[config.mk]
export PLATFORM = sky130hd
export DESIGN_NAME = mtst_fifo
export DESIGN_NICKNAME = d
export VERILOG_FILES = /design/src/sv/mtst_fifo.sv
export SDC_FILE = /design/constraint.sdc
export NUM_CORES = 1
export LEC_CHECK = 0
export ABC_AREA = 1
export ABC_CLOCK_PERIOD_IN_PS = 3300
export BUFFER_PORTS_ARGS = -buffer_cell sky130_fd_sc_hd__buf_2
export CORE_ASPECT_RATIO = 1.2
export CORE_UTILIZATION = 35
export CTS_BUF_LIST = sky130_fd_sc_hd__clkbuf_4
export CTS_CLUSTER_SIZE = 10
export DETAILED_ROUTE_END_ITERATION = 16
export GPL_TIMING_DRIVEN = 0
export PLACE_DENSITY_LB_ADDON = 0.12
export SLEW_MARGIN = 20
export SYNTH_ARGS = -nofsm -noshare
export SYNTH_HDL_FRONTEND = slang
export SYNTH_SLANG_ARGS = --single-unit
[constraint.sdc]
create_clock -name clock -period 3.3 [get_ports clock]
set_input_delay 0.33 -clock clock [delete_from_list [all_inputs] [get_ports clock]]
set_output_delay 0.33 -clock clock [all_outputs]
set_load 0.05 [all_outputs]
[src/sv/mtst_fifo.sv]
// ----------------------------------------------------------------------------
// mtst_fifo: two-entry queue
// Registered storage with read and write pointers; the head entry is shown
// while the queue is not empty.
// ----------------------------------------------------------------------------
module mtst_fifo #(
   parameter int WIDTH = 8
) (
   input  logic             clock,
   input  logic             reset,
   input  logic             push,
   input  logic [WIDTH-1:0] din,
   output logic             full,
   input  logic             pop,
   output logic [WIDTH-1:0] dout,
   output logic             empty
);

   logic [WIDTH-1:0] mem_ff [2];
   logic             wr_ptr_ff, wr_ptr_in;
   logic             rd_ptr_ff, rd_ptr_in;
   logic [1:0]       count_ff, count_in;
   logic             do_push, do_pop;

   assign full    = (count_ff == 2'd2);
   assign empty   = (count_ff == 2'd0);
   assign do_push = push && !full;
   assign do_pop  = pop && !empty;
   assign dout    = mem_ff[rd_ptr_ff];

   // pointer and fill count update
   always_comb begin
      wr_ptr_in = do_push ? !wr_ptr_ff : wr_ptr_ff;
      rd_ptr_in = do_pop ? !rd_ptr_ff : rd_ptr_ff;
      count_in  = count_ff;
      if (do_push && !do_pop) begin
         count_in = count_ff + 2'd1;
      end else if (do_pop && !do_push) begin
         count_in = count_ff - 2'd1;
      end
   end

   always_ff @(posedge clock) begin
      if (reset) begin
         wr_ptr_ff <= 1'b0;
         rd_ptr_ff <= 1'b0;
         count_ff  <= 2'd0;
      end else begin
         wr_ptr_ff <= wr_ptr_in;
         rd_ptr_ff <= rd_ptr_in;
         count_ff  <= count_in;
      end
   end

   // storage, no reset
   always_ff @(posedge clock) begin
      if (do_push) begin
         mem_ff[wr_ptr_ff] <= din;
      end
   end

endmodule

==> results of run 1 <==
[per-stage QoR]
| step | instances | hold WS (ns) |
|---|---|---|
| 6_report | 117 | 0.2227 |
| 5_1_grt | 117 | 0.1948 |
| 4_1_cts | 117 | 0.2070 |
| 3_5_place_dp | 113 | 0.5017 |
| 3_3_place_gp | 113 | 0.4821 |
| 2_1_floorplan | 62 | 0.4289 |
[power groups by stage]
stage               combinational, W  clock, W  sequential (W)
global route                0.000381  0.000144        0.000373
global placement            0.000350         0        0.000370
finish                      0.000351  0.000124        0.000365
floorplan                   0.000290         0        0.000365
CTS                         0.000356  0.000131        0.000366
detailed placement          0.000355         0        0.000372
[registers in the layout, indices dropped and copies added (netlist names), named ones only]
name / flops
count_ff: 2
mem_ff: 16
rd_ptr_ff: 1
wr_ptr_ff: 1
[cells in the final DEF (no fill, tap or decap)]
cell	instances
a21oi_1	1
and2_4	1
buf_2	22
clkbuf_4	4
dfxtp_1	5
edfxtp_1	16
ha_1	1
inv_1	7
inv_2	2
mux2_2	8
nand2_1	4
nand3_1	1
nand4_1	1
nor2_1	9
o21ai_0	2
o21ai_1	1
o21ai_2	2
[worst max path at each step]
stage                                   to  depth (start not counted)
finish                             dout[1]                          3
global route                       dout[2]                          3
CTS                                dout[1]                          3
detailed placement  mem_ff[0][2]$_DFFE_PP_                          2
global placement    mem_ff[1][2]$_DFFE_PP_                          2
floorplan                             full                          2
[layout make-up]
cell class              count  area [um2]
plain buffers               1       5.005
inverters                   9       33.78
repair buffers             21       105.1
flip-flops and latches     21       580.6
well taps                  30       37.54
clock buffers               4       30.03
multi-input cells          31       209.0
fillers                   210        1139
[synthesized netlist by cell type (all sizes together)]
cell type | count | share of area
edfxtp | 16 | 0.58
nand3 | 1 | 0.0060
a21oi | 1 | 0.0060
dfxtp | 5 | 0.12
nor2 | 9 | 0.041
nand4 | 1 | 0.0076
buf | 1 | 0.0060
ha | 1 | 0.015
nand2 | 4 | 0.018
o21ai | 5 | 0.039
and2 | 1 | 0.011
mux2 | 8 | 0.11
inv | 9 | 0.041
[routing by layer]
metal / track usage / wire length [um]
met1: 0.1410 / 533
met2: 0.1647 / 600
met4: 0.05042 / 21
met3: 0.02941 / 65
met5: 0 / 0
[critical path, stage by stage, from the launching register on]
cell and delay (ns):
dfxtp_1 0.32, buf_2 0.21, mux2_2 0.36, buf_2 0.21
[cells by family after synthesis]
family	share of synthesized area
flops	0.7009
simple gates	0.08307
buf+inv	0.04683
mux	0.1088
compound gates	0.04531
fa+ha+maj	0.01510
==> summary.txt, run 1 <==
Place
  • Area after DPL: 970.9 um2
  • HPWL after detailed placement: 920.6 um
  • Buffers on Ports: 21
  • Post-place setup slack: 1.691 ns
  • Routability cong.: 0.6974

Pwr
  • Cell internal pwr: 0.0004955 W
  • Sequential share of power: 0.434
  • Clock Power Share: 0.148
  • Leakage: 0.4142 nW
  • Power per standard cell area: 839.6 nW/um2
  • Switching part of the total: 0.4104
  • Psw: 0.0003449 W
  • Combinational share of power: 0.418
  • Power consumption: 0.0008404 W
  • VDD IR max: 477.9 uV

Yosys
  • Mapped Cells: 62
  • Average cell area after synthesis: 13.36 um2
  • Cell area after synthesis: 828.3 um2
  • Synth warn: 0
  • Register area share after synthesis: 0.7009
  • #FFs+latches synth: 21
  • Netlist cell types: 16
  • Syn nets: 75

Finish
  • # nets final: 101
  • Layout area overhead: 20.85%
  • Final Core Density: 0.4678
  • Ant diodes: 0
  • Share of layout cells above drive strength 1: 0.4483
  • Final instance area: 1001 um2

Drt
  • Drt wl/cell: 10.43 um
  • Iter 0 DRT Violations: 8
  • Via count: 515
  • 1st-pass router iterations: 4
  • Vias per inst: 4.402
  • Final wirelength: 1220 um
  • Drt drc: 0
  • Antenna Violating Nets Remaining: 0

Die
  • Die Height: 55.29 um
  • Core Rows: 18
  • Die area: 2566 um2
  • Core box area: 2140 um2
  • I/O pin cnt: 22
  • Die width: 46.41 um
  • Starting Density: 0.3871

Setup path
  • Reg2reg path depth: 2
  • Reg-to-reg endpoint: mem_ff[0][7]$_DFFE_PP_
  • R2R Setup Slk: 1.75 ns
  • Worst Path Required: 2.97 ns
  • Crit Path Category: flop to output port
  • Worst flop-to-flop path startpoint: count_ff[0]$_SDFFE_PP0P_
  • Endpoint class of the critical path: output port
  • CP Max Fanout: 8
  • Critical Path Start Type: flop
  • Worst EP arrival: 1.39 ns

Clock network
  • CTS Buf Count: 3
  • CTS tree: yes
  • Max Root-Sink Buffers: 2
  • Buffer count from post-CTS setup fixing: 0
  • Hold-fix buffer count after cts: 0
  • Clk Latency, worst-skew pair: 0.29 ns
  • Worst-path clk slew: 0.10 ns
  • TritonCTS Sinks: 21
  • H-tree depth: 1
  • CTS root buf: clkbuf_4
  • Number of cells upsized or downsized after cts: 0

Global routing
  • Initial antenna violation count: 0
  • First-pass GRT wire length: 2028 um
  • Global Route Usage Sum: 0.1093
  • Largest net degree at the start of global routing: 12
  • Vias in the first global route: 478
  • Total grt overflow: 0

STA
  • Fin. Hold Viols: 0
  • Period utilization: 0.5209
  • FMAX: 581.8 MHz
  • Final setup violation count: 0
  • Worst slew pin tran: 0.6933 ns
  • Final setup margin: 1.581 ns
  • Clock Skews: 0.001665 ns
  • Setup tns final: 0 ns
  • Post-route minimum period: 1.719 ns
  • Unrepaired setup endpoints after global routing: no
  • Max-Slew Margin vs Limit: 0.5361
  • Max Slew Vio Count: 0

Run
  • Max-cap violations: 0

Min path
  • Hold Crit Depth: 1
  • Worst hold start: din[0]
  • Sink of the worst hold path: mem_ff[0][0]$_DFFE_PP_
  • Hold crit path type: input pin to flop

Outcome
  • Status: finished clean
No activity file was read; power rests on OpenSTA's default activity.
==> run 2: changes to the inputs <==
--- a/config.mk
+++ b/config.mk
@@ -5,8 +5,8 @@
 export SDC_FILE = /design/constraint.sdc
 export NUM_CORES = 1
 export LEC_CHECK = 0
-export ABC_AREA = 1
-export ABC_CLOCK_PERIOD_IN_PS = 3300
+export ABC_AREA = 0
+export ABC_CLOCK_PERIOD_IN_PS = 1700
 export BUFFER_PORTS_ARGS = -buffer_cell sky130_fd_sc_hd__buf_2
 export CORE_ASPECT_RATIO = 1.2
 export CORE_UTILIZATION = 35
==> constraint.sdc (replaced) <==
create_clock -name clock -period 1.7 [get_ports clock]
set_input_delay 0.17 -clock clock [delete_from_list [all_inputs] [get_ports clock]]
set_output_delay 0.17 -clock clock [all_outputs]
set_load 0.05 [all_outputs]
==> summary.txt, run 2 <==
Die
  • Starting Density: 0.3787
  • Core box area: 2095 um2
  • Core Rows: 18
  • Die area: 2462 um2
  • I/O pin cnt: 22
  • Die width: 45.46 um
  • Die Height: 54.15 um

Drt
  • Met1 Wirelength: 467 um
  • 1st-pass router iterations: 2
  • Top layer in use: met3
  • Vias per inst: 4.352
  • Iter 0 DRT Violations: 4
  • Drt wl/cell: 11.12 um
  • Drt drc: 0
  • Final wirelength: 1168 um
  • Met3 WL: 68 um
  • Antenna Violating Nets Remaining: 0
  • Via count: 457
  • Routed wl met2: 631 um

Yosys
  • #FFs+latches synth: 21
  • Cell area after synthesis: 793.3 um2
  • Post-synth EDFFs: 16
  • Post-synth top flop: edfxtp_1
  • Most frequent cells after synthesis: edfxtp_1, mux2_2, dfxtp_1, nor2_1
  • Main area contributors after synthesis: edfxtp_1, dfxtp_1, mux2_2
  • Average cell area after synthesis: 15.87 um2
  • Async SR Flop Fraction: 0
  • Register area share after synthesis: 0.7319
  • Area leader, netlist: edfxtp_1
  • Synth warn: 0
  • Mapped Cells: 50
  • Netlist cell types: 13
  • Cell with the most instances after synthesis: edfxtp_1
  • Syn nets: 63
  • Area share of the largest cell type after synthesis: 0.6057

Outcome
  • Status: finished clean

STA
  • Unrepaired setup endpoints after global routing: no
  • Max Slew Vio Count: 0
  • Fin. Hold Viols: 0
  • Clock Skews: 0.008486 ns
  • Worst slew pin tran: 0.4079 ns
  • FMAX: 626.9 MHz
  • Max-Slew Margin vs Limit: 0.7280
  • Final setup violation count: 0
  • Post-route minimum period: 1.595 ns
  • Period utilization: 0.9383
  • Setup tns final: 0 ns

Clock network
  • Hold-fix buffer count after cts: 0
  • Clk Latency, worst-skew pair: 0.29 ns
  • H-tree depth: 1
  • Buffer count from post-CTS setup fixing: 0
  • CTS Buf Count: 3
  • CTS tree: yes
  • TritonCTS Sinks: 21
  • CTS root buf: clkbuf_4
  • Number of cells upsized or downsized after cts: 0
  • Worst-path clk slew: 0.11 ns
  • Max Root-Sink Buffers: 2

Finish
  • Max FFs per register: 16
  • Commonest non-fill, non-tap cells in the layout: buf_2, edfxtp_1, mux2_2
  • Largest register by flop count: mem_ff
  • Area of the multi-input gates: 205.2 um2
  • Register area: 580.6 um2
  • FILL cells: 203
  • Ant diodes: 0
  • Share of layout cells above drive strength 1: 0.4667
  • Layout area overhead: 22.40%
  • Biggest regs: mem_ff: 16 flops, count_ff: 2 flops
  • # nets final: 89
  • Final Core Density: 0.4636
  • Most common library cell in the layout ignoring fill and taps: buf_2

Setup path
  • CP Max Fanout: 5
  • Crit Path Category: flop to flop
  • Critical path origin: count_ff[0]$_SDFFE_PP0P_
  • Worst flop-to-flop path startpoint: count_ff[0]$_SDFFE_PP0P_
  • Worst EP arrival: 1.83 ns
  • Worst Path Required: 1.94 ns
  • Critical Path Start Type: flop
  • R2R Setup Slk: 0.10 ns
  • Endpoint class of the critical path: flop

Pwr
  • Leakage: 0.3881 nW
  • Power per standard cell area: 1700 nW/um2
  • VDD IR max: 977.8 uV
  • Power consumption: 0.001650 W

Global routing
  • Total grt overflow: 0
  • First-pass GRT wire length: 1780 um
  • Largest net degree at the start of global routing: 12
  • Initial antenna violation count: 0
  • Vias in the first global route: 441
  • Global Route Usage Sum: 0.1053

Place
  • Buffers on Ports: 21
  • Routability cong.: 0.6426
  • HPWL after detailed placement: 864.1 um

Min path
  • Hold crit path type: input pin to flop
  • Worst hold start: din[3]

Run
  • Max-cap violations: 0
[run 2: cell types whose count changed in the layout (fill, tap and decap cells not counted), sizes merged, moves of 2 or more]
cell   previous run  this run
inv               9         2
nor2              9         5
o21ai             5         3
or3               0         2
xor2              0         3
nand2             4         0
[run 2: worst paths after layout]
kind | depth (start not counted) | to
hold / removal | 1 | mem_ff[1][3]$_DFFE_PP_
setup reg to reg | 4 | count_ff[1]$_SDFFE_PP0P_
hold reg to reg | 2 | wr_ptr_ff$_SDFFE_PP0P_
setup / recovery | 4 | count_ff[1]$_SDFFE_PP0P_
[run 2: worst max-delay path, stage by stage, from the launching register on]
cell	delay [ns]
dfxtp_1	0.39
o21ai_0	0.32
ha_1	0.33
or3_1	0.37
a21oi_1	0.13
[run 2: layout make-up]
type,instances,share of cell area
well taps,30,0.03866
flip-flops and latches,21,0.5979
repair buffers,21,0.1082
inverters,2,0.007732
multi-input cells,26,0.2113
clock buffers,4,0.03093
plain buffers,1,0.005155
[run 2: power by group]
group	total [W]	internal (W)	switching, W
sequential	0.000699	0.000654	0.0000449
combinational	0.000706	0.000215	0.000490
clock	0.000245	0.000107	0.000138
total	0.00165	0.000977	0.000673
[run 2: metrics by stage]
| step | area, um2 | cells | setup slack (ns) | hold slack, ns |
|---|---|---|---|---|
| after floorplan | 798.3 | 50 | 0.02683 | 0.2391 |
| after global placement | 940.9 | 101 | 0.1303 | 0.3610 |
| after detailed placement | 940.9 | 101 | 0.1128 | 0.3633 |
| after CTS | 970.9 | 105 | 0.08870 | 0.04669 |
| after global routing | 970.9 | 105 | 0.04053 | 0.03498 |
| final | 970.9 | 105 | 0.1049 | 0.05718 |
[run 2: metal layers]
metal,GRT usage,vias to the layer above
met1,0.1090,213
met2,0.1905,13
met4,0.06061,0
met3,0.02349,0
met5,0,-
li1,-,231
[run 2: cells by family (layout without fill, tap and decap cells)]
group,count (synthesis),count (layout),share of synthesized area
AOI/OAI and AO/OA,5,5,0.03154
xor gates and xnor gates,3,3,0.03313
adders and majority gates,1,1,0.01577
buffers and inverters,3,28,0.01577
DFF,21,21,0.7319
muxes,8,8,0.1136
and+or+nand+nor,9,9,0.05837
