===== config.mk =====
export PLATFORM = sky130hd
export DESIGN_NAME = mtst_back
export DESIGN_NICKNAME = d
export VERILOG_FILES = /design/src/sv/mtst_pkg.sv /design/src/sv/mtst_back.sv
export SDC_FILE = /design/constraint.sdc
export NUM_CORES = 2
export LEC_CHECK = 0
export BUFFER_PORTS_ARGS = -buffer_cell sky130_fd_sc_hd__buf_2
export CAP_MARGIN = 20
export CORE_AREA = 2 2 579 581
export DETAILED_ROUTE_END_ITERATION = 8
export DIE_AREA = 0 0 581 583
export GPL_TIMING_DRIVEN = 0
export SLEW_MARGIN = 20
export SYNTH_ARGS = -nofsm -noshare
export SYNTH_HDL_FRONTEND = slang
export SYNTH_SLANG_ARGS = --single-unit
export TNS_END_PERCENT = 1

===== constraint.sdc =====
create_clock -name clock -period 21.3 [get_ports clock]
set_input_delay 1.065 -clock clock [delete_from_list [all_inputs] [get_ports clock]]
set_output_delay 1.065 -clock clock [all_outputs]
set_load 0.02 [all_outputs]

===== src/sv/mtst_pkg.sv =====
// ----------------------------------------------------------------------------
// mtst_pkg: shared types and codes for the multi-turn servo tracker
// Command, status and register index codes, channel payload structs, the
// classified command record that crosses the front/back queue, and the slot
// record held in the slot table.
// ----------------------------------------------------------------------------
package mtst_pkg;

   // command codes
   localparam logic [2:0] CMD_REPORT      = 3'd0;
   localparam logic [2:0] CMD_RESET_SLOT  = 3'd1;
   localparam logic [2:0] CMD_LIMIT_PROBE = 3'd2;
   localparam logic [2:0] CMD_MOVE_CHECK  = 3'd3;
   localparam logic [2:0] CMD_RESUME      = 3'd4;

   // status codes
   localparam logic [1:0] STAT_OK        = 2'd0;
   localparam logic [1:0] STAT_BAD_INDEX = 2'd1;
   localparam logic [1:0] STAT_ESTOP     = 2'd2;
   localparam logic [1:0] STAT_TARGET    = 2'd3;

   // configuration register indexes
   localparam logic [1:0] CSR_EMERG_THR    = 2'd0;
   localparam logic [1:0] CSR_LIMIT_THR    = 2'd1;
   localparam logic [1:0] CSR_ACTIVE_COUNT = 2'd2;

   // register reset values
   localparam logic [14:0] EMERG_THR_RESET    = 15'd1000;
   localparam logic [14:0] LIMIT_THR_RESET    = 15'd150;
   localparam logic [5:0]  ACTIVE_COUNT_RESET = 6'd32;

   // encoder geometry: half a turn, and the slot reset position / limit
   localparam logic signed [16:0] HALF_TURN     = 17'sd2048;
   localparam logic signed [15:0] RAW_RESET     = 16'sd2048;
   localparam logic signed [31:0] LIMIT_RESET   = 32'sd2048;
   localparam logic signed [15:0] TARGET_FLOOR  = 16'sd2048;

   typedef enum logic [0:0] {
      BACK_IDLE,
      BACK_EXEC
   } back_state_type;

   typedef struct packed {
      logic [2:0]         command;
      logic [4:0]         servo_index;
      logic [15:0]        pos_raw_word;
      logic [15:0]        load_raw_word;
      logic signed [15:0] target_position;
   } req_type;

   typedef struct packed {
      logic [1:0]         status;
      logic signed [31:0] absolute_position;
      logic signed [15:0] turn_count;
      logic signed [15:0] load_value;
      logic signed [31:0] limit_position;
      logic               limit_found;
      logic               overload;
      logic               emergency_stopped;
   } rsp_type;

   // command after decode in the front end
   typedef struct packed {
      logic [2:0]         command;
      logic [4:0]         servo_index;
      logic               index_ok;
      logic signed [15:0] raw_pos;
      logic signed [15:0] load;
      logic               over_emerg;
      logic               over_limit;
      logic signed [15:0] target;
   } item_type;

   // one entry of the slot table
   typedef struct packed {
      logic signed [15:0] last_raw;
      logic signed [15:0] turns;
      logic signed [31:0] abs_pos;
      logic signed [31:0] upper;
      logic signed [15:0] load;
   } slot_type;

endpackage


===== src/sv/mtst_back.sv =====
// ----------------------------------------------------------------------------
// mtst_back: slot table and command execution
// Takes classified commands from the queue, reads the slot record, applies
// the command in the execute state, writes the record back and hands the
// result to the response queue. Holds the global emergency latch.
// ----------------------------------------------------------------------------
module mtst_back #(
   parameter int SLOT_COUNT = 32
) (
   input  logic               clock,
   input  logic               reset,
   input  mtst_pkg::item_type cmd_head,
   input  logic               cmd_empty,
   output logic               cmd_pop,
   input  logic               rsp_full,
   output logic               rsp_push,
   output mtst_pkg::rsp_type  rsp
);
   import mtst_pkg::*;

   localparam int IDX_W = (SLOT_COUNT > 1) ? $clog2(SLOT_COUNT) : 1;

   back_state_type     state_ff, state_in;
   item_type           cur_ff;
   slot_type           slot_mem_ff [SLOT_COUNT];
   slot_type           rdata_ff;
   logic [SLOT_COUNT-1:0] seen_ff;
   logic [SLOT_COUNT-1:0] load_ok_ff;
   logic               latch_ff, latch_in;

   logic [7:0]         head_idx_ext;
   logic [7:0]         cur_idx_ext;
   logic [IDX_W-1:0]   head_addr;
   logic [IDX_W-1:0]   cur_addr;
   logic               start;
   logic               seen;
   slot_type           slot_now;
   slot_type           slot_new;
   logic signed [16:0] diff;
   logic signed [15:0] turns_step;
   logic signed [31:0] abs_calc;
   logic               do_write;
   logic               set_seen;
   logic               clr_seen;

   assign head_idx_ext = {3'b0, cmd_head.servo_index};
   assign cur_idx_ext  = {3'b0, cur_ff.servo_index};
   assign head_addr    = head_idx_ext[IDX_W-1:0];
   assign cur_addr     = cur_idx_ext[IDX_W-1:0];
   assign start        = (state_ff == BACK_IDLE) && !cmd_empty && !rsp_full;

   // sequencer
   always_ff @(posedge clock) begin
      if (reset) begin
         state_ff <= BACK_IDLE;
      end else begin
         state_ff <= state_in;
      end
   end

   always_comb begin
      state_in = state_ff;
      cmd_pop  = 1'b0;
      rsp_push = 1'b0;
      case (state_ff)
         BACK_IDLE: begin
            if (start) begin
               cmd_pop  = 1'b1;
               state_in = BACK_EXEC;
            end
         end
         BACK_EXEC: begin
            rsp_push = 1'b1;
            state_in = BACK_IDLE;
         end
         default: state_in = BACK_IDLE;
      endcase
   end

   // current command, captured as it leaves the queue
   always_ff @(posedge clock) begin
      if (start) begin
         cur_ff <= cmd_head;
      end
   end

   // slot table: read on start, write at the end of execute
   always_ff @(posedge clock) begin
      if (start) begin
         rdata_ff <= slot_mem_ff[head_addr];
      end
      if (do_write) begin
         slot_mem_ff[cur_addr] <= slot_new;
      end
   end

   // per-slot valid bits; a slot not yet sampled reads as its reset record
   always_ff @(posedge clock) begin
      if (reset) begin
         seen_ff    <= '0;
         load_ok_ff <= '0;
         latch_ff   <= 1'b0;
      end else begin
         latch_ff <= latch_in;
         if (set_seen) begin
            seen_ff[cur_addr]    <= 1'b1;
            load_ok_ff[cur_addr] <= 1'b1;
         end else if (clr_seen) begin
            seen_ff[cur_addr] <= 1'b0;
         end
      end
   end

   // command execution
   always_comb begin
      seen = seen_ff[cur_addr];

      slot_now = rdata_ff;
      if (!seen) begin
         slot_now.last_raw = RAW_RESET;
         slot_now.turns    = '0;
         slot_now.abs_pos  = '0;
         slot_now.upper    = LIMIT_RESET;
      end
      if (!load_ok_ff[cur_addr]) begin
         slot_now.load = '0;
      end

      // turn unwrap
      diff = {cur_ff.raw_pos[15], cur_ff.raw_pos} - {slot_now.last_raw[15], slot_now.last_raw};
      turns_step = slot_now.turns;
      if (diff < -HALF_TURN) begin
         turns_step = slot_now.turns + 16'sd1;
      end else if (diff > HALF_TURN) begin
         turns_step = slot_now.turns - 16'sd1;
      end
      abs_calc = $signed({{4{turns_step[15]}}, turns_step, 12'b0})
               + $signed({{16{cur_ff.raw_pos[15]}}, cur_ff.raw_pos});

      slot_new  = slot_now;
      latch_in  = latch_ff;
      do_write  = 1'b0;
      set_seen  = 1'b0;
      clr_seen  = 1'b0;
      rsp.status      = STAT_OK;
      rsp.limit_found = 1'b0;
      rsp.overload    = 1'b0;

      if (state_ff == BACK_EXEC) begin
         if (cur_ff.command == CMD_RESUME) begin
            latch_in = 1'b0;
         end else if (!cur_ff.index_ok) begin
            rsp.status = STAT_BAD_INDEX;
         end else begin
            case (cur_ff.command)
               CMD_REPORT, CMD_LIMIT_PROBE: begin
                  slot_new.last_raw = cur_ff.raw_pos;
                  slot_new.load     = cur_ff.load;
                  if (seen) begin
                     slot_new.turns   = turns_step;
                     slot_new.abs_pos = abs_calc;
                  end else begin
                     slot_new.abs_pos = 32'(cur_ff.raw_pos);
                  end
                  if (cur_ff.over_emerg) begin
                     rsp.overload = 1'b1;
                     latch_in     = 1'b1;
                  end
                  if (cur_ff.command == CMD_LIMIT_PROBE && cur_ff.over_limit) begin
                     slot_new.upper  = slot_new.abs_pos;
                     rsp.limit_found = 1'b1;
                  end
                  do_write = 1'b1;
                  set_seen = 1'b1;
               end
               CMD_RESET_SLOT: begin
                  slot_new.last_raw = RAW_RESET;
                  slot_new.turns    = '0;
                  slot_new.abs_pos  = '0;
                  slot_new.upper    = LIMIT_RESET;
                  clr_seen          = 1'b1;
               end
               CMD_MOVE_CHECK: begin
                  if (latch_ff) begin
                     rsp.status = STAT_ESTOP;
                  end else if (cur_ff.target < TARGET_FLOOR
                               || 32'(cur_ff.target) > slot_now.upper) begin
                     rsp.status = STAT_TARGET;
                  end
               end
               default: ;
            endcase
         end
      end

      // slot fields after the step, zero for an out-of-range index
      if (cur_ff.index_ok) begin
         rsp.absolute_position = slot_new.abs_pos;
         rsp.turn_count        = slot_new.turns;
         rsp.load_value        = slot_new.load;
         rsp.limit_position    = slot_new.upper;
      end else begin
         rsp.absolute_position = '0;
         rsp.turn_count        = '0;
         rsp.load_value        = '0;
         rsp.limit_position    = '0;
      end
      rsp.emergency_stopped = latch_in;
   end

endmodule


==> flow_summary.ini <==
[power]
finalPower_w = 0.0155
p_leak_nw = 53.3
pwr-share-seq_pct = 52.7
p_clk_share_pct = 42.9
netSwitchingFraction_pct = 21.4
intPower_w = 0.0122
p_per_area_nw_per_um2 = 89.8
combinationalPowerShare_pct = 4.4
peakVddDrop_v = 0.0000784
p_switching_w = 0.00333

[setup_path]
crit_type = flip-flop to output port
cp.depth = 36
r2r_start = cur_addr[4]
r2r_setup_slack_ns = 9.57
worstPathArrival_ns = 12.23
cpMaxStageDelayCell = o21ai_4
start_kind = flip-flop
crit_start = cur_addr[4]
rr_endpoint = slot_mem_ff[25][77]
crit_path_max_fanout = 33
worstPathRequired_ns = 20.24
slowest_delay_ns = 0.87
crit_path_end_kind = output port
crit_family = compound AO/OA/AOI/OAI gates
crit_path_end = rsp[33]
path_buf_inv = 9
ff2ff_path_depth = 34

[drt]
drtIter0Drc = 11700
routed_wl_um = 470000
drc = 0
first_pass_iters = 6
wl_per_cell_um = 39.0
avgViaCountPerCell = 6.38
ant_nets = 0
vias = 76800

[floorplanning]
num_rows = 212
start_util_pct = 44.9
io-pin-count = 166
die_w_um = 581
die_area_um2 = 339000
core-area_um2 = 332000
dieHeight_um = 583

[clock_tree]
cts_inserted_buffers = 387
cts_tree = yes
clk_latency_ns = 0.97
htree_num_levels = 5
cts_setup_buffers = 0
path_clk_slew_ns = 0.06
clock-sinks = 3821
clockBufferDepth = 4
root_buffer = clkbuf_16
holdBufCountCts = 0
cts_resized = 0

[outcome]
status = finished, final reports clean

[global_routing]
overflow = 0
grtUsageMet1_pct = 38.1
grt_pass1_vias = 75200
grt_util_met2_pct = 43.1
grt_pass1_wl_um = 633000
antenna_found_initial = 28
top_usage_layer = met2
grt_usage_pct = 27.5
grt_max_degree = 61
use_met3_pct = 5.36

[final_layout]
stdcell_count = 12100
num-fill-cells = 25600
layout-drive-gt1-share_pct = 32.5
multi_input_area_um2 = 34100
seqCellArea_um2 = 114000
area_growth_pct = 16.0
layout.nets = 7459

[synth]
ys_top_cells_by_count = edfxtp_1, mux4_2, clkbuf_1, nand2_1, nor2_1
async_reset_ff_share_pct = 0
avgSynthCellArea_um2 = 22.7
yosysUniqueCellTypes = 84
yosys.cell_count.top_type = edfxtp_1
synth_area_leaders = edfxtp_1, mux4_2, dfxtp_1
synth-seq-area-share_pct = 76.5
synth_edf_count = 3755
synthesis.nets = 6701
ys_seq_elements = 3821
yosysTopAreaCell = edfxtp_1
ys_dominant_reg_cell = edfxtp_1
syn_inst = 6568
synth_area_um2 = 149000
ys_warn_count = 0
synth_top_cell_area_share_pct = 75.6

[placement]
dp_hpwl_um = 290000
placed_cells = 11300
place_congestion = 0.894
port_buffers = 164

[flow_run]
drv_cap = 0

[timing]
rsz0062_at_grt = false
slew_headroom_pct = 16.9
finalHoldViolCount = 0
setup_violations = 0
fin_crit_sh_pct = 62.4
tightest_slew_ns = 1.25
fin_crit_ns = 13.29
slew_violations = 0
fmax_mhz = 75.2
clock_skew_ns = 0.0795

[hold_path]
min_path_type = input pin to flip-flop
==> state kept, by name, summed over array words and instances, names as in the netlist, named ones only <==
signal       cells
slot_mem_ff   3584
rdata_ff       112
cur_ff          54
load_ok_ff      32
cur_addr         5
latch_ff         1
state_ff         1
==> layout by cell type, fill, tap and decap left out, types with 28 or more instances in the layout <==
cell type,instances
a21oi_1,99
and2_1,65
buf_12,42
buf_16,93
buf_2,215
buf_6,28
bufinv_16,29
clkbuf_1,231
clkbuf_16,393
clkbuf_2,126
clkinv_1,88
clkinv_2,75
dfxtp_1,66
edfxtp_1,3755
ha_1,68
inv_8,28
mux2_2,116
mux4_2,1128
nand2_1,223
nand3_1,30
nor2_1,136
o21ai_0,63
==> area by class of cell <==
| cell class | count | area share [%] |
|---|---|---|
| antenna | 20 | 0.0289 |
| buffer | 346 | 0.896 |
| clock buffer | 482 | 5.89 |
| clock inverter | 225 | 1.23 |
| inverter | 49 | 0.229 |
| multi-input combinational | 2352 | 19.7 |
| sequential | 3821 | 65.9 |
| tap | 4387 | 3.17 |
| timing repair buffer | 369 | 2.90 |
==> per-stage QoR <==
step | TNS, ns | setup WS, ns | hold slack (ns) | area, um2 | utilization (%)
global route | 0 | 7.51 | 0.250 | 173000 | 52.0
global placement | -1040.41 | -6.16 | 0.444 | 155000 | 46.8
CTS | 0 | 8.21 | 0.211 | 173000 | 52.0
detailed placement | 0 | 9.30 | 0.453 | 160000 | 48.3
floorplan | 0 | 7.73 | 0.435 | 149000 | -
finish | 0 | 8.01 | 0.267 | 173000 | 52.1
==> worst min-delay path by stage <==
| stage | startpoint | end | slack [ns] | depth (start not counted) |
|---|---|---|---|---|
| final | cmd_head[38] | cur_ff[38] | 0.27 | 1 |
| after global routing | cmd_head[40] | cur_ff[40] | 0.25 | 1 |
| after CTS | cmd_head[39] | cur_ff[39] | 0.21 | 1 |
| after detailed placement | load_ok_ff[19] | load_ok_ff[19] | 0.45 | 2 |
| after global placement | load_ok_ff[29] | load_ok_ff[29] | 0.44 | 2 |
| after floorplan | load_ok_ff[10] | load_ok_ff[10] | 0.43 | 2 |
==> cell families after synthesis <==
kind of cell,share of synthesized area (%)
xor gates and xnor gates,0.206
DFF,76.5
and+or+nand+nor,1.81
buffers and inverters,1.02
adders and majority gates,0.597
muxes,18.1
AOI/OAI and AO/OA,1.75
==> power groups by stage <==
stage               Combinational (W)  Clock (W)  Sequential, W
floorplan                    0.000405          0        0.00834
global placement             0.000653          0        0.00836
detailed placement           0.000680          0        0.00835
CTS                          0.000683    0.00673        0.00819
global route                 0.000710    0.00700        0.00819
finish                       0.000684    0.00667        0.00819
==> routing by layer <==
metal	wire [um]	share of wire, %
met5	40	0.0085
met4	21500	4.6
met3	46200	9.8
met2	221000	47
met1	181000	39
==> worst register-to-register path, delay by kind of cell, from the launching register on <==
family / cells / cell delay (ns)
buffers and inverters: 8 / 3.00
AOI/OAI and AO/OA: 9 / 2.25
muxes: 2 / 0.66
xor gates and xnor gates: 1 / 0.42
and+or+nand+nor: 11 / 3.57
DFF: 1 / 0.47
adders and majority gates: 3 / 1.00
Note: power is estimated with default switching activity, not from simulation.
