--- src/sv/mtst_pkg.sv ---
// ----------------------------------------------------------------------------
// mtst_pkg: shared types and codes for the multi-turn servo tracker
// Command, status and register index codes, channel payload structs, the
// classified command record that crosses the front/back queue, and the slot
// record held in the slot table.
// ----------------------------------------------------------------------------
package mtst_pkg;

   // command codes
   localparam logic [2:0] CMD_REPORT      = 3'd0;
   localparam logic [2:0] CMD_RESET_SLOT  = 3'd1;
   localparam logic [2:0] CMD_LIMIT_PROBE = 3'd2;
   localparam logic [2:0] CMD_MOVE_CHECK  = 3'd3;
   localparam logic [2:0] CMD_RESUME      = 3'd4;

   // status codes
   localparam logic [1:0] STAT_OK        = 2'd0;
   localparam logic [1:0] STAT_BAD_INDEX = 2'd1;
   localparam logic [1:0] STAT_ESTOP     = 2'd2;
   localparam logic [1:0] STAT_TARGET    = 2'd3;

   // configuration register indexes
   localparam logic [1:0] CSR_EMERG_THR    = 2'd0;
   localparam logic [1:0] CSR_LIMIT_THR    = 2'd1;
   localparam logic [1:0] CSR_ACTIVE_COUNT = 2'd2;

   // register reset values
   localparam logic [14:0] EMERG_THR_RESET    = 15'd1000;
   localparam logic [14:0] LIMIT_THR_RESET    = 15'd150;
   localparam logic [5:0]  ACTIVE_COUNT_RESET = 6'd32;

   // encoder geometry: half a turn, and the slot reset position / limit
   localparam logic signed [16:0] HALF_TURN     = 17'sd2048;
   localparam logic signed [15:0] RAW_RESET     = 16'sd2048;
   localparam logic signed [31:0] LIMIT_RESET   = 32'sd2048;
   localparam logic signed [15:0] TARGET_FLOOR  = 16'sd2048;

   typedef enum logic [0:0] {
      BACK_IDLE,
      BACK_EXEC
   } back_state_type;

   typedef struct packed {
      logic [2:0]         command;
      logic [4:0]         servo_index;
      logic [15:0]        pos_raw_word;
      logic [15:0]        load_raw_word;
      logic signed [15:0] target_position;
   } req_type;

   typedef struct packed {
      logic [1:0]         status;
      logic signed [31:0] absolute_position;
      logic signed [15:0] turn_count;
      logic signed [15:0] load_value;
      logic signed [31:0] limit_position;
      logic               limit_found;
      logic               overload;
      logic               emergency_stopped;
   } rsp_type;

   // command after decode in the front end
   typedef struct packed {
      logic [2:0]         command;
      logic [4:0]         servo_index;
      logic               index_ok;
      logic signed [15:0] raw_pos;
      logic signed [15:0] load;
      logic               over_emerg;
      logic               over_limit;
      logic signed [15:0] target;
   } item_type;

   // one entry of the slot table
   typedef struct packed {
      logic signed [15:0] last_raw;
      logic signed [15:0] turns;
      logic signed [31:0] abs_pos;
      logic signed [31:0] upper;
      logic signed [15:0] load;
   } slot_type;

endpackage

--- src/sv/mtst_front.sv ---
// ----------------------------------------------------------------------------
// mtst_front: configuration registers and command classification
// Holds the three control registers and turns an incoming request into a
// classified record: index check, sign-magnitude decode, threshold tests.
// ----------------------------------------------------------------------------
module mtst_front #(
   parameter int SLOT_COUNT = 32
) (
   input  logic              clock,
   input  logic              reset,
   input  logic              csr_valid,
   output logic              csr_ready,
   input  logic [1:0]        csr_index,
   input  logic [15:0]       csr_wdata,
   input  mtst_pkg::req_type req,
   output mtst_pkg::item_type item
);
   import mtst_pkg::*;

   logic [14:0] emerg_thr_ff;
   logic [14:0] limit_thr_ff;
   logic [5:0]  active_count_ff;
   logic [15:0] pos_mag;
   logic [15:0] load_mag;
   logic        below_active;
   logic        below_slots;

   assign csr_ready = 1'b1;

   // register writes; unknown indexes are dropped
   always_ff @(posedge clock) begin
      if (reset) begin
         emerg_thr_ff    <= EMERG_THR_RESET;
         limit_thr_ff    <= LIMIT_THR_RESET;
         active_count_ff <= ACTIVE_COUNT_RESET;
      end else if (csr_valid) begin
         case (csr_index)
            CSR_EMERG_THR:    emerg_thr_ff    <= csr_wdata[14:0];
            CSR_LIMIT_THR:    limit_thr_ff    <= csr_wdata[14:0];
            CSR_ACTIVE_COUNT: active_count_ff <= csr_wdata[5:0];
            default: ;
         endcase
      end
   end

   // classification
   always_comb begin
      pos_mag      = {1'b0, req.pos_raw_word[14:0]};
      load_mag     = {1'b0, req.load_raw_word[14:0]};
      below_active = {1'b0, req.servo_index} < active_count_ff;
      below_slots  = {4'b0, req.servo_index} < 9'(SLOT_COUNT);

      item.command     = req.command;
      item.servo_index = req.servo_index;
      item.index_ok    = below_active && below_slots;
      // negative zero comes out as zero
      item.raw_pos     = req.pos_raw_word[15] ? $signed(16'd0 - pos_mag) : $signed(pos_mag);
      item.load        = req.load_raw_word[15] ? $signed(16'd0 - load_mag) : $signed(load_mag);
      item.over_emerg  = req.load_raw_word[14:0] > emerg_thr_ff;
      item.over_limit  = req.load_raw_word[14:0] > limit_thr_ff;
      item.target      = req.target_position;
   end

endmodule

--- config.mk ---
export PLATFORM = sky130hd
export DESIGN_NAME = mtst_front
export DESIGN_NICKNAME = d
export VERILOG_FILES = /design/src/sv/mtst_pkg.sv /design/src/sv/mtst_front.sv
export SDC_FILE = /design/constraint.sdc
export NUM_CORES = 1
export LEC_CHECK = 0
export ABC_AREA = 0
export BUFFER_PORTS_ARGS = -buffer_cell sky130_fd_sc_hd__buf_4
export CORE_MARGIN = 2
export CORE_UTILIZATION = 47
export DETAILED_ROUTE_END_ITERATION = 8
export PLACE_DENSITY = 0.81
export SLEW_MARGIN = 20
export SYNTH_ARGS = -nofsm -noshare
export SYNTH_HDL_FRONTEND = slang
export SYNTH_SLANG_ARGS = --single-unit
--- constraint.sdc ---
create_clock -name clock -period 2.4 [get_ports clock]
set_input_delay 0.36 -clock clock [delete_from_list [all_inputs] [get_ports clock]]
set_output_delay 0.36 -clock clock [all_outputs]
set_load 0.05 [all_outputs]
==> impl_results.md, run 1 <==
- Status: complete, but fails checks
- Failing checks: setup timing
- Yosys warns: 0
- Worst path required time: 2.04 ns
- Input/output buffers: 96
- Critical path depth: 8
- Setup ws final: -0.0399 ns
- # hold bufs at CTS: 0
- CP Buf/Inv Count: 2
- LEAKAGE: 1.65 nW
- DRT antenna net count: 0
- Synth Net Count: 490
- CP Capture Point: item[17]
- CP delay by family, top: compound AO/OA/AOI/OAI gates
- Cell area after synthesis: roughly 2900 µm²
- DR WL/cell: around 15 µm
- WL met3: between 500 and 600 µm
- DP HPWL: 6030 µm
- Maximum fanout along the worst path: 2
- Minimum clock period: 2.44 ns
- Placed insts: 513
- Register-to-Register Setup Slack: 1.55 ns
- Hold_sp: csr_wdata[9]
- Num CTS Buffers: 5
- Cell accounting for the most synthesized area: dfxtp_1
- Worst reg2reg startpoint: emerg_thr_ff[5]$_SDFFE_PP1P_
- Sw Share: a little under two fifths
- Met2 wire len: 3840 µm
- Hold Slack: ~0.28 ns
- Highest routed metal layer: met4
- Worst Setup SP: emerg_thr_ff[4]$_SDFFE_PP0P_
- Clock root cell: clkbuf_8
- Worst reg2reg path depth: 3
- Ranking of synthesized cells by area: dfxtp_1 (25%), ha_1 (15%), buf_4 (7.2%)
- Crit path DAT: 2.08 ns
- Die width: 82.8 µm
- Relative slew slack: between 60% and 70%
- Critical path's slowest cell: dfxtp_2
- Final core area utilization: 63.9%
- CTS tree: done
- Endpoints failing hold: 0
- Clock Power Share: about a quarter
- HP Class: in2reg
- Period utilization: 102%
- Antenna Cells: 0
- Distinct cells, synth: 40
- Setup Viol. Count Final: 1
- Core Rows: 28
- Crit Path Class: reg2out
- RSZ-0062 raised after global routing: true
- Internal power: 0.00114 W
- Initial antenna violation count: 0
- FFs w/ async S/R, synth: 0%
- Worst-case clock buffer depth: 2
- IO Count: 137
- Wire length on met1: 3330 µm
- Flop pwr share: 34.6%
- Startpoint types: flop
- Die Y: between 80 and 90 µm
- 1st-pass router iterations: 4
- Worst Max-Slew Pin Slew: slightly above 0.5 ns
- Clk Latency, worst-skew pair: just under 0.3 ns
- GRT Total Usage: 22.5%
- Max rail drop VDD: about 0.37 mV
- Post-DR vias/cell: around 5.5
- Pwr dens: 480 nW/µm²
- Vias: roughly 2900
- Starting DRC count in detailed routing: 119
- Number of cells produced by synthesis: 377
- Fin nets: 559
- Crit-path max cell delay: about 0.34 ns
- Max Freq: 410 MHz
- GP Congestion: 0.846
- Max_cap viols: 0
- Total grt overflow: 0
- Worst-path clk slew: ~0.070 ns
- Final slew viol count: 0
- EDFF count, synth: 0
- Place WS: -0.0906 ns
- Post-Syn Area per Cell: 7.74 µm²
- DRC: 0
- Finished Cell Area: 3810 µm²
- Logic pwr share: 41.3%
- Area share of the largest cell type after synthesis: between 20 and 25%
- Vias in the first global route: 2692
- Post-Place Cell Area: 3520 µm²
- Clock skew: 0 ns
- Layout Cells excl Fill: 522
- CTS H-tree depth: 2
- Top FF cell, synth: dfxtp_1
- P&R area growth vs syn: 30.5%
- Die area: between 6000 and 7000 µm²
- Seq/Total Area, Yosys: around 25%
- First-pass GRT wire length: 11800 µm
- Worst hold path stage count: 2
- Fraction of layout cells with a size suffix above 1: roughly 32%
- Starting density of the core: 49.0%
- FF+latch count, synth: 36
- NetSw: 0.000690 W
- Reg2reg end: emerg_thr_ff[5]$_SDFFE_PP1P_
- Routed WL: ~7900 µm
- Largest net degree at the start of global routing: 37
- CP Cell Sequence: inv_2 -> ha_4 -> a211oi_2 -> nor2_1 -> o31a_1 -> a2111oi_2 -> a21oi_1 -> buf_4
- CP endpoint kind: output pin
- Clock sinks: 36
- Core Region: slightly below 6000 µm²
metal layers:
layer | GRT usage, % | up-vias
met2 | 41.4 | 105
met1 | 25.7 | 1347
met4 | 8.20 | 0
met3 | 4.44 | 19
met5 | 0 | -
li1 | - | 1395
synth_stat cells (5+ instances only):
library cell / number
clkbuf_1: 11
nand2b_1: 5
xnor2_1: 23
nand3_1: 6
a21oi_1: 35
ha_1: 36
nand2_1: 51
mux2i_1: 5
nor2_1: 27
dfxtp_1: 36
a211o_1: 12
o31ai_1: 5
nand4_1: 6
inv_1: 38
o21ai_0: 11
buf_4: 28
repair_timing:
action                     CTS  global route
resized for setup           19            16
setup buffers                0             1
pin swaps                    1             9
setup endpoints to repair    4             6
stage by stage:
| stage | TNS, ns | power, W |
|---|---|---|
| floorplan | 0 | 0.00118 |
| global placement | 0 | 0.00134 |
| detailed placement | -0.129 | 0.00135 |
| CTS | 0 | 0.00181 |
| global route | -0.150 | 0.00192 |
| finish | -0.0399 | 0.00183 |
registers in the layout (all words and copies together) (netlist names):
name	count
active_count_ff	6
emerg_thr_ff	15
limit_thr_ff	15
cell usage in the layout (no fill, tap or decap), types with 9 or more instances in the layout:
cell / count
a211o_1: 12
inv_1: 35
a21oi_1: 34
xnor2_1: 23
ha_4: 9
ha_1: 27
buf_4: 102
nand2_1: 51
nor2_1: 25
o21ai_0: 9
dfxtp_1: 30
power by group through the flow:
stage | registers (W) | logic (W) | clock network (W)
after floorplan | 0.000641 | 0.000543 | 0
after global placement | 0.000643 | 0.000694 | 0
after detailed placement | 0.000644 | 0.000710 | 0
after CTS | 0.000631 | 0.000731 | 0.000450
after global routing | 0.000634 | 0.000812 | 0.000477
final | 0.000631 | 0.000754 | 0.000441
cell families (layout without fill, tap and decap cells):
family / count (synthesis) / after routing / share of synthesized area [%]
compound gates: 80 / 80 / 18.0
simple gates: 115 / 115 / 18.6
other cells: 1 / 1 / 0.129
buf+inv: 78 / 148 / 13.6
mux: 5 / 5 / 1.72
fa+ha+maj: 36 / 36 / 15.4
flops: 36 / 36 / 24.7
xor+xnor: 26 / 26 / 7.80
layout make-up:
type / count / area [µm²]
sequential: 36 / 728
timing repair buffer: 102 / 766
multi-input combinational: 263 / 1990
tap: 75 / 93.8
inverter: 38 / 143
clock buffer: 8 / 90.1
fill: 516 / 2150
worst min path at each step:
stage,endpoint,slack [ns]
3_5_place_dp,limit_thr_ff[11]$_SDFFE_PP0P_,0.45
4_1_cts,emerg_thr_ff[7]$_SDFFE_PP1P_,0.28
2_1_floorplan,emerg_thr_ff[10]$_SDFFE_PP0P_,0.44
3_3_place_gp,limit_thr_ff[12]$_SDFFE_PP0P_,0.44
5_1_grt,emerg_thr_ff[6]$_SDFFE_PP1P_,0.27
6_report,emerg_thr_ff[9]$_SDFFE_PP1P_,0.28
(Power assumes the default switching activity.)
==> run 2: changes to the inputs <==
--- a/config.mk
+++ b/config.mk
@@ -11,6 +11,7 @@
 export CORE_UTILIZATION = 47
 export DETAILED_ROUTE_END_ITERATION = 8
 export PLACE_DENSITY = 0.81
+export SKIP_CTS_REPAIR_TIMING = 1
 export SLEW_MARGIN = 20
 export SYNTH_ARGS = -nofsm -noshare
 export SYNTH_HDL_FRONTEND = slang
==> constraint.sdc (replaced) <==
create_clock -name clock -period 2.4 [get_ports clock]
set_input_delay 0.36 -clock clock [delete_from_list [all_inputs] [get_ports clock]]
set_output_delay 0.36 -clock clock [all_outputs]
set_load 0.005 [all_outputs]
==> impl_results.md, run 2 (synthesized netlist as in run 1, its figures left out) <==
- Critical path's slowest cell: dfxtp_1
- Fin nets: 557 (-0.36%)
- Worst path required time: 2.04 ns (about the same)
- Core Rows: 28 (unchanged)
- Total grt overflow: 0 (unchanged)
- Layout Cells excl Fill: 519 (-0.57%)
- NetSw: 0.000455 W (-34%)
- HP Class: in2reg
- Max_cap viols: 0 (unchanged)
- Pwr dens: 428 nW/µm² (-11%)
- Antenna Cells: 0 (unchanged)
- Worst-path clk slew: 0.07 ns (about the same)
- Crit Path Class: reg2out
- Period utilization: 98.4% (-3.3 points)
- Layout fillers: 536 (+3.9%)
- Status: finished, final reports clean
- Flop pwr share: 39.5% (+4.9 points)
- Final slew viol count: 0 (unchanged)
- RSZ-0062 raised after global routing: true
- Logic pwr share: 31.8% (-9.5 points)
- Sw Share: 28.5% (-9.3 points)
- Largest regs: emerg_thr_ff (15), limit_thr_ff (15), active_count_ff (6)
- Finished Cell Area: 3740 µm² (-1.8%)
- Vias in the first global route: 2647 (-1.7%)
- Worst-case clock buffer depth: 2 (unchanged)
- Die width: 82.8 µm (unchanged)
- Die Y: 82.8 µm (unchanged)
- Starting DRC count in detailed routing: 95 (-20%)
- DRT antenna net count: 0 (unchanged)
- Startpoint types: flop
- P&R area growth vs syn: 28.2%
- Max Freq: 424 MHz (+3.4%)
- Final core area utilization: 62.8% (-1.2 points)
- Final Power: 0.00160 W (-12%)
- GRT Total Usage: 21.8% (-0.74 points)
- Setup Viol. Count Final: 0 (-1)
- DRC: 0 (unchanged)
- Placed insts: 512 (-0.19%)
- Initial antenna violation count: 0 (unchanged)
- Most frequent cells in the layout: buf_4 (100), nand2_1 (51), inv_1 (37)
- IO Count: 137 (unchanged)
- Post-Place Cell Area: 3510 µm² (-0.21%)
- Starting density of the core: 49.0% (unchanged)
- Leading cell type in the layout, fill and taps excluded: buf_4
- Die area: 6850 µm² (unchanged)
- Routed WL: 7570 µm (-4.5%)
- Largest net degree at the start of global routing: 37 (unchanged)
- Endpoints failing hold: 0 (unchanged)
- Worst Max-Slew Pin Slew: 0.524 ns (+0.0180 ns)
- CP endpoint kind: output pin
- GP Congestion: 0.850 (+0.38%)
- LEAKAGE: 1.64 nW (-0.79%)
- Clock skew: 0 ns (unchanged)
- Minimum clock period: 2.36 ns (-0.0795 ns)
- CP Cell Sequence: inv_2 -> ha_4 -> a211oi_2 -> nor2_1 -> o31a_1 -> a2111oi_4 -> a21oi_1 -> buf_4
- Internal power: 0.00114 W (+0.68%)
- Maximum fanout along the worst path: 2 (unchanged)
- Fraction of layout cells with a size suffix above 1: 29.3% (-2.9 points)
- CTS tree: done
- Hold Slack: 0.282 ns (+0.00130 ns)
- DP HPWL: 5990 µm (-0.80%)
- Clock Power Share: 28.8% (+4.6 points)
- Num CTS Buffers: 5 (unchanged)
- Max rail drop VDD: 0.435 mV (+16%)
- CTS H-tree depth: 2 (unchanged)
- Core Region: 5960 µm² (unchanged)
- First-pass GRT wire length: 11500 µm (-2.7%)
- Crit-path max cell delay: 0.33 ns (about the same)
- Post-DR vias/cell: 5.36 (-2.4%)
- Input/output buffers: 96 (unchanged)
- Clock root cell: clkbuf_8
- Clock sinks: 36 (unchanged)
- Clk Latency, worst-skew pair: 0.29 ns (about the same)
- Vias: 2781 (-3.0%)
- Relative slew slack: 65.0% (-1.2 points)
- Crit path DAT: 2.00 ns (-0.08 ns)
- 1st-pass router iterations: 6 (+2)
- DR WL/cell: 14.6 µm (-4.0%)
[run 2: cell count changes in the layout (fill, tap and decap cells not counted), moves of 3 or more]
cell     change
dfxtp_1      +4
dfxtp_2      -4
ha_1         +3
ha_4         -3
[run 2: power groups by stage]
stage,registers (W),logic [W],clock network [W]
global placement,0.000643,0.000462,0
finish,0.000631,0.000508,0.000460
global route,0.000633,0.000569,0.000492
CTS,0.000631,0.000478,0.000470
detailed placement,0.000644,0.000476,0
floorplan,0.000641,0.000259,0
[run 2: layout make-up]
class / count / area (µm²) / area share [%]
well taps: 75 / 93.8 / 2.51
inverters: 38 / 143 / 3.81
repair buffers: 100 / 751 / 20.1
clock buffers: 7 / 96.3 / 2.58
flip-flops and latches: 36 / 723 / 19.3
multi-input cells: 263 / 1930 / 51.7
[run 2: worst paths after layout]
| path | from | to | slack, ns | cells past startpoint |
|---|---|---|---|---|
| hold reg to reg | emerg_thr_ff[13]$_SDFFE_PP0P_ | emerg_thr_ff[13]$_SDFFE_PP0P_ | 0.46 | 2 |
| setup reg to reg | emerg_thr_ff[5]$_SDFFE_PP1P_ | emerg_thr_ff[5]$_SDFFE_PP1P_ | 1.55 | 3 |
| setup / recovery | limit_thr_ff[4]$_SDFFE_PP1P_ | item[16] | 0.04 | 8 |
| hold / removal | csr_wdata[9] | emerg_thr_ff[9]$_SDFFE_PP1P_ | 0.28 | 2 |
[run 2: metrics by stage]
step | TNS [ns] | worst slack (ns)
2_1_floorplan | 0 | 0.423
5_1_grt | -0.0526 | -0.0482
3_5_place_dp | 0 | 0.00668
3_3_place_gp | 0 | 0.105
4_1_cts | -0.284 | -0.150
6_report | 0 | 0.0396
[run 2: critical path, delay by kind of cell (launching register included)]
family                     cells  cell delay, ns
and+or+nand+nor                1            0.09
AOI/OAI and AO/OA              4            0.88
adders and majority gates      1            0.22
buffers and inverters          2            0.20
DFF                            1            0.33
[run 2: per-layer routing]
metal | global-route usage, % | wire (µm) | share of wire (%)
met3 | 3.35 | 560 | 7.4
met1 | 26.2 | 3240 | 43
met2 | 39.6 | 3630 | 48
met4 | 6.89 | 145 | 1.9
met5 | 0 | 0 | 0
==> run 3: changes to the inputs <==
--- a/config.mk
+++ b/config.mk
@@ -7,7 +7,6 @@
 export LEC_CHECK = 0
 export ABC_AREA = 0
 export BUFFER_PORTS_ARGS = -buffer_cell sky130_fd_sc_hd__buf_4
-export CORE_MARGIN = 2
 export CORE_UTILIZATION = 47
 export DETAILED_ROUTE_END_ITERATION = 8
 export PLACE_DENSITY = 0.81
==> impl_results.md, run 3 (synthesized netlist as in run 1, its figures left out) <==
- Post-Place Cell Area: 3500 µm² (-0.21%)
- Maximum fanout along the worst path: 2 (unchanged)
- Num CTS Buffers: 5 (unchanged)
- Largest regs: emerg_thr_ff (15), limit_thr_ff (15), active_count_ff (6)
- Most frequent cells in the layout: buf_4 (99), nand2_1 (51), inv_1 (35)
- Startpoint types: flop
- Antenna Cells: 0 (unchanged)
- Layout Cells excl Fill: 518 (-0.19%)
- DRC: 0 (unchanged)
- Routed WL: 7670 µm (+1.3%)
- Clock root cell: clkbuf_8
- TNS Setup: 0 ns (unchanged)
- Die width: 80.8 µm (-2.4%)
- GP Congestion: 0.850 (about the same)
- DR WL/cell: 14.8 µm (+1.5%)
- IO Count: 137 (unchanged)
- Vias: 2789 (+0.29%)
- GRT Total Usage: 23.5% (+1.7 points)
- Clock sinks: 36 (unchanged)
- Post-DR vias/cell: 5.38 (+0.48%)
- Final core area utilization: 62.7% (-0.10 points)
- Max rail drop VDD: 0.340 mV (-22%)
- Fin nets: 556 (-0.18%)
- Final Power: 0.00155 W (-2.9%)
- Crit path DAT: 2.00 ns (about the same)
- Pwr dens: 416 nW/µm² (-2.8%)
- Period utilization: 98.3% (about the same)
- HP Class: in2reg
- CTS tree: done
- Die area: 6530 µm² (-4.8%)
- Total grt overflow: 0 (unchanged)
- Clk Latency, worst-skew pair: 0.29 ns (about the same)
- Relative slew slack: 65.2% (+0.24 points)
- Max Freq: 424 MHz (about the same)
- Starting DRC count in detailed routing: 129 (+36%)
- Vias in the first global route: 2602 (-1.7%)
- Status: finished, final reports clean
- Worst-path clk slew: 0.07 ns (about the same)
- First-pass GRT wire length: 11900 µm (+3.7%)
- Placed insts: 511 (-0.20%)
- Worst path required time: 2.04 ns (about the same)
- Worst Max-Slew Pin Slew: 0.521 ns (-0.00361 ns)
- Final slew viol count: 0 (unchanged)
- Initial antenna violation count: 0 (unchanged)
- Input/output buffers: 96 (unchanged)
- 1st-pass router iterations: 6 (unchanged)
- Fraction of layout cells with a size suffix above 1: 30.9% (+1.6 points)
- DP HPWL: 5860 µm (-2.1%)
- P&R area growth vs syn: 28.0%
- Finished Cell Area: 3730 µm² (-0.17%)
- Starting density of the core: 49.0% (unchanged)
- Setup Viol. Count Final: 0 (unchanged)
- CTS H-tree depth: 2 (unchanged)
- Endpoints failing hold: 0 (unchanged)
- CP endpoint kind: output pin
- Leading cell type in the layout, fill and taps excluded: buf_4
- Core Region: 5960 µm² (unchanged)
- Die Y: 80.8 µm (-2.4%)
- Minimum clock period: 2.36 ns (-0.000675 ns)
- LEAKAGE: 1.62 nW (-0.99%)
- Largest net degree at the start of global routing: 37 (unchanged)
- Clock skew: 0 ns (unchanged)
- Core Rows: 28 (unchanged)
- Max_cap viols: 0 (unchanged)
- Crit Path Class: reg2out
- DRT antenna net count: 0 (unchanged)
- Worst-case clock buffer depth: 2 (unchanged)
[run 3: changes by cell type in the layout (fill, tap and decap cells not counted), sizes merged]
cell and delta:
clkbuf -1, buf -1, clkinv +1
[run 3: per-layer routing]
metal | global-route usage, % | part of all wire (%)
met1 | 28.8 | 42
met2 | 39.6 | 48
met3 | 4.94 | 7.4
met4 | 10.0 | 2.7
met5 | 0 | 0
[run 3: power by group]
group / switching (W) / internal (W)
Sequential: 0.0000102 / 0.000621
Combinational: 0.000245 / 0.000269
Clock: 0.000210 / 0.000197
[run 3: per-stage QoR]
| step | hold WS [ns] | setup slack, ns |
|---|---|---|
| floorplan | 0.436 | 0.423 |
| CTS | 0.278 | -0.0871 |
| detailed placement | 0.449 | 0.0552 |
| finish | 0.278 | 0.0403 |
| global route | 0.291 | -0.0575 |
| global placement | 0.444 | 0.0943 |
[run 3: final timing paths]
kind	start	end	slack (ns)	cells past startpoint
setup / recovery	limit_thr_ff[4]$_SDFFE_PP1P_	item[16]	0.04	8
hold / removal	csr_wdata[9]	emerg_thr_ff[9]$_SDFFE_PP1P_	0.28	2
setup reg to reg	emerg_thr_ff[5]$_SDFFE_PP1P_	emerg_thr_ff[5]$_SDFFE_PP1P_	1.52	3
hold reg to reg	emerg_thr_ff[2]$_SDFFE_PP0P_	emerg_thr_ff[2]$_SDFFE_PP0P_	0.45	2
[run 3: cell type report]
type / instances / area, µm²
Clock buffer: 6 / 72.6
Clock inverter: 1 / 5.00
Tap cell: 75 / 93.8
Sequential cell: 36 / 728
Timing Repair Buffer: 99 / 743
Fill cell: 530 / 2220
Inverter: 38 / 143
Multi-Input combinational cell: 263 / 1950
[run 3: worst max-delay path, stage by stage, from the launching register on]
cell and delay (ns):
dfxtp_1 0.32, inv_2 0.05, ha_4 0.21, a211oi_2 0.26, nor2_1 0.06, o31a_1 0.26
a2111oi_2 0.28, a21oi_1 0.10, buf_4 0.15
